<file path="src/hw/rtl/bsc_pkg.sv">
// Shared types and constants for the sensor compensation core.
// No dependencies.
`timescale 1ns / 1ps
package bsc_pkg;
  localparam int unsigned AddrWidth = 5;
  localparam int unsigned DivSideWidth = 54;

  typedef enum logic [2:0] {
    REG_OSS = 3'd0,
    REG_AC12 = 3'd1,
    REG_AC34 = 3'd2,
    REG_AC56 = 3'd3,
    REG_B12 = 3'd4,
    REG_MCMD = 3'd5
  } reg_idx_t;

  typedef struct packed {
    logic [1:0] oss;
    logic [31:0] ac12;
    logic [31:0] ac34;
    logic [31:0] ac56;
    logic [31:0] b12;
    logic [31:0] mcmd;
  } coef_t;

  typedef struct packed {
    logic signed [15:0] temperature_tenths;
    logic signed [31:0] pressure_pa;
    logic [15:0] pressure_tens_pa;
    logic div_fault;
  } result_t;
endpackage

</file>
<file path="src/hw/rtl/bsc_regs.sv">
// APB register file holding oversampling and calibration coefficients.
// Depends on bsc_pkg.
`timescale 1ns / 1ps
module bsc_regs (
  input  logic clk,
  input  logic rst,
  input  logic psel,
  input  logic penable,
  input  logic pwrite,
  input  logic [bsc_pkg::AddrWidth-1:0] paddr,
  input  logic [31:0] pwdata,
  output logic [31:0] prdata,
  output logic pready,
  output bsc_pkg::coef_t coef
);
  logic wr;
  logic [2:0] idx;
  assign pready = 1'b1;
  assign wr = psel && penable && pwrite;
  assign idx = paddr[4:2];

  always_ff @(posedge clk) begin
    if (rst) begin
      coef <= '0;
    end else if (wr) begin
      unique case (idx)
        bsc_pkg::REG_OSS: coef.oss <= pwdata[1:0];
        bsc_pkg::REG_AC12: coef.ac12 <= pwdata;
        bsc_pkg::REG_AC34: coef.ac34 <= pwdata;
        bsc_pkg::REG_AC56: coef.ac56 <= pwdata;
        bsc_pkg::REG_B12: coef.b12 <= pwdata;
        bsc_pkg::REG_MCMD: coef.mcmd <= pwdata;
        default: ;
      endcase
    end
  end

  always_comb begin
    unique case (idx)
      bsc_pkg::REG_OSS: prdata = {30'd0, coef.oss};
      bsc_pkg::REG_AC12: prdata = coef.ac12;
      bsc_pkg::REG_AC34: prdata = coef.ac34;
      bsc_pkg::REG_AC56: prdata = coef.ac56;
      bsc_pkg::REG_B12: prdata = coef.b12;
      bsc_pkg::REG_MCMD: prdata = coef.mcmd;
      default: prdata = 32'd0;
    endcase
  end
endmodule

</file>
<file path="config.mk">
export PLATFORM = sky130hd
export DESIGN_NAME = bsc_regs
export DESIGN_NICKNAME = d
export VERILOG_FILES = /design/src/hw/rtl/bsc_pkg.sv /design/src/hw/rtl/bsc_regs.sv
export SDC_FILE = /design/constraint.sdc
export NUM_CORES = 1
export LEC_CHECK = 0
export BUFFER_PORTS_ARGS = -buffer_cell sky130_fd_sc_hd__buf_4
export CELL_PAD_IN_SITES_DETAIL_PLACEMENT = 1
export CELL_PAD_IN_SITES_GLOBAL_PLACEMENT = 2
export CORE_UTILIZATION = 30
export DETAILED_ROUTE_END_ITERATION = 8
export PLACE_DENSITY_LB_ADDON = 0.1
export SLEW_MARGIN = 10
export SYNTH_ARGS = -nofsm -noshare
export SYNTH_HDL_FRONTEND = slang
export SYNTH_SLANG_ARGS = --single-unit
</file>
<file path="constraint.sdc">
create_clock -name clk -period 3.5 [get_ports clk]
set_input_delay 0.35 -clock clk [delete_from_list [all_inputs] [get_ports clk]]
set_output_delay 0.35 -clock clk [all_outputs]
set_load 0.01 [all_outputs]
</file>
---- Word-level counts from Yosys, hierarchy flattened ----
Cells that the tools add are included.
operators by class
  add/sub/neg operators ................... 0
  multipliers ............................. 0
  divide/modulo/power cells ............... 0
  magnitude comparators ................... 0
  equality and inequality tests ........... 5
  shift-type cells ........................ 0
  muxes and demuxes ....................... 1
  bitwise logic cells ..................... 0
  reduce and logical (&&, ||, !) cells .... 9
operators by type and width
  kind                                           count
  one-hot mux 32 bit (6 select lines)            1
  AND reduction 2 bit                            6
  == test 3 x 2 -> 1 bit, second input constant  2
  == test 3 bit, second input constant           2
  == test 3 x 1 -> 1 bit, second input constant  1
  zero test 3 bit                                1
  logical AND 1 bit                              2
word-level totals
  register bits ........................... 162
  latch bits .............................. 0
  RAM bits ................................ 0
  bits in read-only memories .............. 0
  logic and storage cells ................. 21
  memories ................................ 0

---- Logic depth before layout (Yosys ltp) ----
Gate-level depths: netlist of the first run.
  depth after elaboration ................. 3
  mapped depth ............................ 6
  depth with buffers taken out ............ 3

---- Worst setup path before layout of the first run ----
No wires, ideal clock.
  path type ............................... input -> output
  start point ............................. input port paddr[4] (netlist bit)
  end point ............................... output port prdata[10]
  data arrival time ....................... 1.403 ns
  data required time ...................... 3.150 ns
  setup slack ............................. 1.747 ns
  cell stages on the path ................. 6
  buffers on the path ..................... 3
  path through ............................ buf_4 nor2_2 and2_1 buf_2 buf_2 a221o_1
on the way
  cells in the longest elaborated chain, start to end .. 2
ends and longest elaborated chain
  what                                         line            RTL
  start: declaration                           bsc_regs.sv:10  input logic [bsc_pkg::AddrWidth-1:0] paddr,
  == test 3 bit, or another cell as far along  bsc_regs.sv:39  unique case (idx)
  one-hot mux 32 bit (6 select lines) (*)      bsc_regs.sv:39
  end: declaration                             bsc_regs.sv:12  output logic [31:0] prdata,
Mark *: on every way between the ends. The rest lies on a longest branch, timed or not.

---- Worst setup path after layout of the first run ----
  start point ............................. input port paddr[2] (netlist bit)
  end point ............................... output port prdata[8]
The elaborated chain is that of the path after synthesis.

==> impl_metrics.yaml, run 1 <==
min_path:
  hold_class: "input pin to register"
  min_from: "pwdata[2]"
sta:
  setup_viol: 0
  finalCritPeriodShare: 0.8062
  hold_violations: 0
  tns_ns: 0
  drv_slew: 0
  period_needed_ns: 2.822
  fmax_mhz: 354.4
  tightest_slew_ns: 1.130
  max_slew_margin: 0.2449
  fin_skew_ns: 0
  rsz0062_at_grt: "false"
synth:
  synth_cells: 695
  seq_area_frac_synth: 0.4350
  synth_warnings: 0
  syn_nets: 737
  syn_area_mm2: 0.007455
  yosys_register_bits: 162
  postSynthAreaPerCell_um2: 10.73
  synth_cell_types: 26
global_routing:
  antenna_found_initial: 0
  gr-total-overflow: 0
  grt_first_pass_wirelength_mm: 38.96
  grt_max_degree: 146
  grt_usage: 0.1974
  grt_pass1_vias: 6660
cells_and_area:
  multi_input_area_mm2: 0.003921
  top_regs: "coef: 162 flops"
  largest_reg_flops: 162
  ff_latch_area_mm2: 0.003243
  areaGrowthSynthToFinish_pct: 33.80
  top_register: "coef"
  layout.nets: 940
  drive_gt1_frac: 0.3117
  diodes: 0
  finalInstanceArea_mm2: 0.009975
  fillers: 2685
place:
  placed_cell_area_mm2: 0.009415
  hpwl_mm: 16.82
  port_buffers: 233
  gp_congestion: 0.7685
worst_setup_path:
  critPathKind: "input pin to output port"
  cp_common_cell: "buf_4"
  required_ns: 3.15
  slowest_delay_ns: 0.85
  path_cells: "buf_4 -> buf_4 -> and2_2 -> a221o_1 -> buf_4"
  critical_path.slowest_cell: "and2_2"
  r2r-start: "coef[107]"
  startpoint: "paddr[2]"
  start_kind: "input pin"
  cp_max_fo: 29
  worstPathArrival_ns: 2.47
  endpoint_kind: "output port"
clock_network:
  htree_levels: 4
  clk_path_buf_depth: 2
  cts_setup_buffers: 0
  worstSkewPairLatency_ns: 0.42
  cts_buffers: 17
  cts-resized-gates: 0
  cts-root-buf: "clkbuf_16"
  cts_tree: "built"
  clk_pin_slew_ns: 0.08
  cts_hold_buf: 0
  cts_sinks: 162
floorplanning:
  die_w_um: 159.6
  die_h_um: 159.6
  dieArea_mm2: 0.02548
  initial_core_util: 0.3065
  top_level_ports: 237
  rows: 57
  placeableCoreArea_mm2: 0.02432
detailed_routing:
  ant_nets: 0
  remaining_drc_errors: 0
  wirelength_mm: 25.09
  num_vias: 6009
  drt_iter0_markers: 235
  firstDrtPassIters: 4
  via_per_inst: 4.866
  post_drt_wl_per_cell_um: 20.31
flow_run:
  maxCapViolCount: 0
power:
  combPwrFrac: 0.067
  ir_drop_uv: 283.6
  switching_share: 0.2471
  p_per_area_mw_per_mm2: 395.1
  p_switching_uw: 973.9
  pwr-share-clk: 0.459
  pwr-share-seq: 0.474
  p_leak_uw: 0.004857
  p_int_uw: 2967
run_status:
  status: "finished clean"
worst paths after layout:
| check | to | slack (ns) | depth (start not counted) |
|---|---|---|---|
| max | prdata[8] | 0.68 | 5 |
| min | coef[66] | 0.30 | 3 |
| max reg2reg | coef[107] | 2.79 | 2 |
| min reg2reg | coef[58] | 0.50 | 2 |
logic make-up after synthesis:
group           share of synthesized area
simple gates                       0.1779
compound gates                    0.07721
mux                                0.2680
other cells                     0.0005030
flops                              0.4350
buf+inv                           0.04129
layer usage:
metal	track usage	vias to the layer above	wire, um
li1	-	2821	-
met1	0.2243	3006	10570
met2	0.3585	160	12650
met3	0.05662	22	1553
met4	0.05245	0	313
met5	0	-	0
critical path: cells and delay by family:
kind	cells	cell delay [ns]
buf+inv	3	0.95
simple gates	1	0.85
compound gates	1	0.29
cell type report:
type	instances	area share
tap	324	0.04064
clock buffer	19	0.04340
timing repair buffer	241	0.1839
sequential	162	0.3251
clock inverter	13	0.01267
multi-input combinational	473	0.3931
inverter	3	0.001129
synthesized netlist by cell type:
library cell  number  area share
nor2b_1            1     0.00084
nand2_2            1     0.00084
and4_1             1      0.0012
clkbuf_1          28       0.014
mux2_2             1      0.0015
nor2_2             1     0.00084
a21oi_1            1     0.00067
o2bb2ai_1         29       0.034
a31oi_1            1     0.00084
conb_1             1     0.00050
nor2b_4            1      0.0018
and2_1             4      0.0034
buf_6              3      0.0045
a221o_1           29       0.039
o22ai_1            2      0.0017
nand2_1            6      0.0030
buf_4             11       0.011
nand2b_1         195        0.16
buf_2             15       0.010
mux2i_1          194        0.26
and4b_1            1      0.0013
mux4_2             2      0.0060
o21a_1             1      0.0010
inv_1              3      0.0015
nor3b_1            1      0.0010
dfxtp_1          162        0.44
through the flow:
| step | util | cells | total power, uW | setup slack, ns | hold slack (ns) |
|---|---|---|---|---|---|
| detailed placement | 0.3871 | 1203 | 2181 | 0.6305 | 0.4859 |
| finish | 0.4101 | 1235 | 3941 | 0.6782 | 0.2964 |
| global placement | 0.3871 | 1203 | 2172 | 0.6869 | 0.4747 |
| CTS | 0.4101 | 1235 | 3989 | 0.6394 | 0.2786 |
| global route | 0.4101 | 1235 | 4094 | 0.5737 | 0.2970 |
| floorplan | - | 695 | 2067 | 1.747 | 0.5015 |
layout by cell type, fill, tap and decap left out, types with 2 or more instances in the layout:
master      synthesis  routed
and2_2              0       2
mux2i_1           194     194
nand2b_1          195     194
nand2_2             1       4
buf_12              0       2
a221o_1            29      29
o22ai_1             2       2
dfxtp_1           162     162
o2bb2ai_1          29      29
and2_1              4       2
clkinv_4            0       3
inv_1               3       3
clkinvlp_4          0       4
clkbuf_1           28       2
inv_6               0       4
mux4_2              2       2
clkbuf_16           0      17
buf_4              11     239
nand2_1             6       3
power groups by stage:
stage	Combinational, uW	Clock, uW	Sequential (uW)
finish	265	1810	1870
global route	285	1940	1870
CTS	270	1850	1870
detailed placement	270	0	1910
global placement	261	0	1910
floorplan	153	0	1910
No activity file was read; power rests on OpenSTA's default activity.
==> run 2, diff against run 1 <==
CORE_UTILIZATION = 28   (was 30)
clock period = 2.3 ns   (was 3.5 ns; I/O delays follow)
==> run 2 against run 1 <==
- via count up 0.40%
- die area up 7.0%
- utilization down 2.1 points
- wire length up 0.54%
- combinational power up 57%
- critical path type unchanged
- critical endpoint is now prdata[4]
- largest cell class unchanged
==> impl_metrics.yaml, run 2 (synthesis gave the netlist of run 1 again) <==
clock_network:
  htree_levels: 4
  cts_tree: "built"
  cts_hold_buf: 0
  cts-resized-gates: 0
  cts_setup_buffers: 0
  cts_buffers: 17
  cts_sinks: 162
  worstSkewPairLatency_ns: 0.42
  cts-root-buf: "clkbuf_16"
  clk_path_buf_depth: 2
  clk_pin_slew_ns: 0.07
sta:
  drv_slew: 0
  fin_ws_ns: 0.2790
  rsz0062_at_grt: "false"
  finalCritPeriodShare: 0.8787
  hold_violations: 0
  fmax_mhz: 494.8
  hold_ws_ns: 0.1725
  max_slew_margin: 0.4133
  tightest_slew_ns: 0.8800
  fin_skew_ns: 0
  tns_ns: 0
  period_needed_ns: 2.021
  setup_viol: 0
place:
  post-place-ws_ns: 0.2790
  hpwl_mm: 17.29
  port_buffers: 233
  gp_congestion: 0.7664
  dp.cells: 1225
detailed_routing:
  remaining_drc_errors: 0
  drt_iter0_markers: 324
  ant_nets: 0
  firstDrtPassIters: 4
  via_per_inst: 4.800
  num_vias: 6033
  post_drt_wl_per_cell_um: 20.07
  wirelength_mm: 25.22
global_routing:
  antenna_found_initial: 0
  use_met3: 0.04520
  grt_max_degree: 91
  grt_first_pass_wirelength_mm: 37.52
  gr-total-overflow: 0
  met2_usage: 0.3030
  grt_usage: 0.1833
  busiest_layer: "met2"
  grt_pass1_vias: 6226
  grt_util_met1: 0.2363
worst_setup_path:
  endpoint_kind: "output port"
  startpoint: "paddr[3]"
  r2r-start: "coef[137]"
  critPathKind: "input pin to output port"
  worstPathArrival_ns: 1.79
  start_kind: "input pin"
  required_ns: 2.07
  cp_max_fo: 29
floorplanning:
  rows: 59
  die_w_um: 165.2
  top_level_ports: 237
  die_h_um: 165.2
  placeableCoreArea_mm2: 0.02606
  dieArea_mm2: 0.02728
  initial_core_util: 0.2861
flow_run:
  maxCapViolCount: 0
power:
  p_per_area_mw_per_mm2: 601.2
  ir_drop_uv: 405.7
  p_leak_uw: 0.004950
cells_and_area:
  areaGrowthSynthToFinish_pct: 36.12
  diodes: 0
  largest_reg_flops: 162
  top_register: "coef"
  layout_commonest_cell: "buf_4"
  top_regs: "coef: 162 flops"
  drive_gt1_frac: 0.3221
  layout_common_cells: "246 x buf_4, 194 x mux2i_1, 194 x nand2b_1"
  fin_cells: 1257
  layout.nets: 951
run_status:
  status: "finished clean"
min_path:
  min_from: "pwdata[3]"
  hold_class: "input pin to register"
==> run 2: cell types whose count changed in the layout (fill, tap and decap cells not counted) <==
| cell | before | now |
|---|---|---|
| and2_1 | 2 | 1 |
| clkinv_4 | 3 | 4 |
| and2_2 | 2 | 3 |
| buf_4 | 239 | 246 |
| inv_8 | 0 | 3 |
| clkbuf_8 | 0 | 1 |
| clkbuf_1 | 2 | 1 |
| clkinvlp_4 | 4 | 1 |
| clkinv_2 | 1 | 0 |
| buf_12 | 2 | 6 |
==> run 2: per-stage QoR <==
step                utilization  power [uW]  area (um^2)
floorplan                     -        3146         7455
CTS                      0.3894        6187        10150
finish                   0.3894        6100        10150
global placement         0.3670        3322         9563
detailed placement       0.3670        3333         9563
global route             0.3894        6330        10150
==> run 2: final cells by class <==
type                            instances  area [um^2]
Multi-Input combinational cell        473         3923
Timing Repair Buffer                  252         1967
Sequential cell                       162         3243
Inverter                                3        11.26
Tap cell                              335        419.2
Clock buffer                           19        442.9
Clock inverter                         13        141.4
Fill cell                            2946        15910
==> run 2: path summary, 6_finish.rpt <==
path | end | slack [ns] | depth (start not counted)
setup reg to reg | coef[137] | 1.58 | 2
hold / removal | coef[99] | 0.17 | 3
hold reg to reg | coef[107] | 0.50 | 2
setup / recovery | prdata[4] | 0.28 | 5
==> run 2: worst max-delay path, cell delays in order <==
cell	delay, ns
buf_4	0.16
nor2b_4	0.21
and2_2	0.75
a221o_1	0.29
buf_4	0.14
==> run 2: report_power, final <==
| part | leakage, uW | internal (uW) | switching (uW) | total, uW |
|---|---|---|---|---|
| Combinational | 0.00336 | 193 | 223 | 417 |
| Sequential | 0.00131 | 2820 | 19.4 | 2840 |
| Clock | 0.000285 | 1560 | 1280 | 2840 |
| Total | 0.00495 | 4580 | 1520 | 6100 |
==> run 2: metal layers <==
metal  vias up  share of wire
met3        17          0.064
met5         -              0
met1      2994           0.45
met4         0         0.0081
met2       174           0.48
li1       2848              -
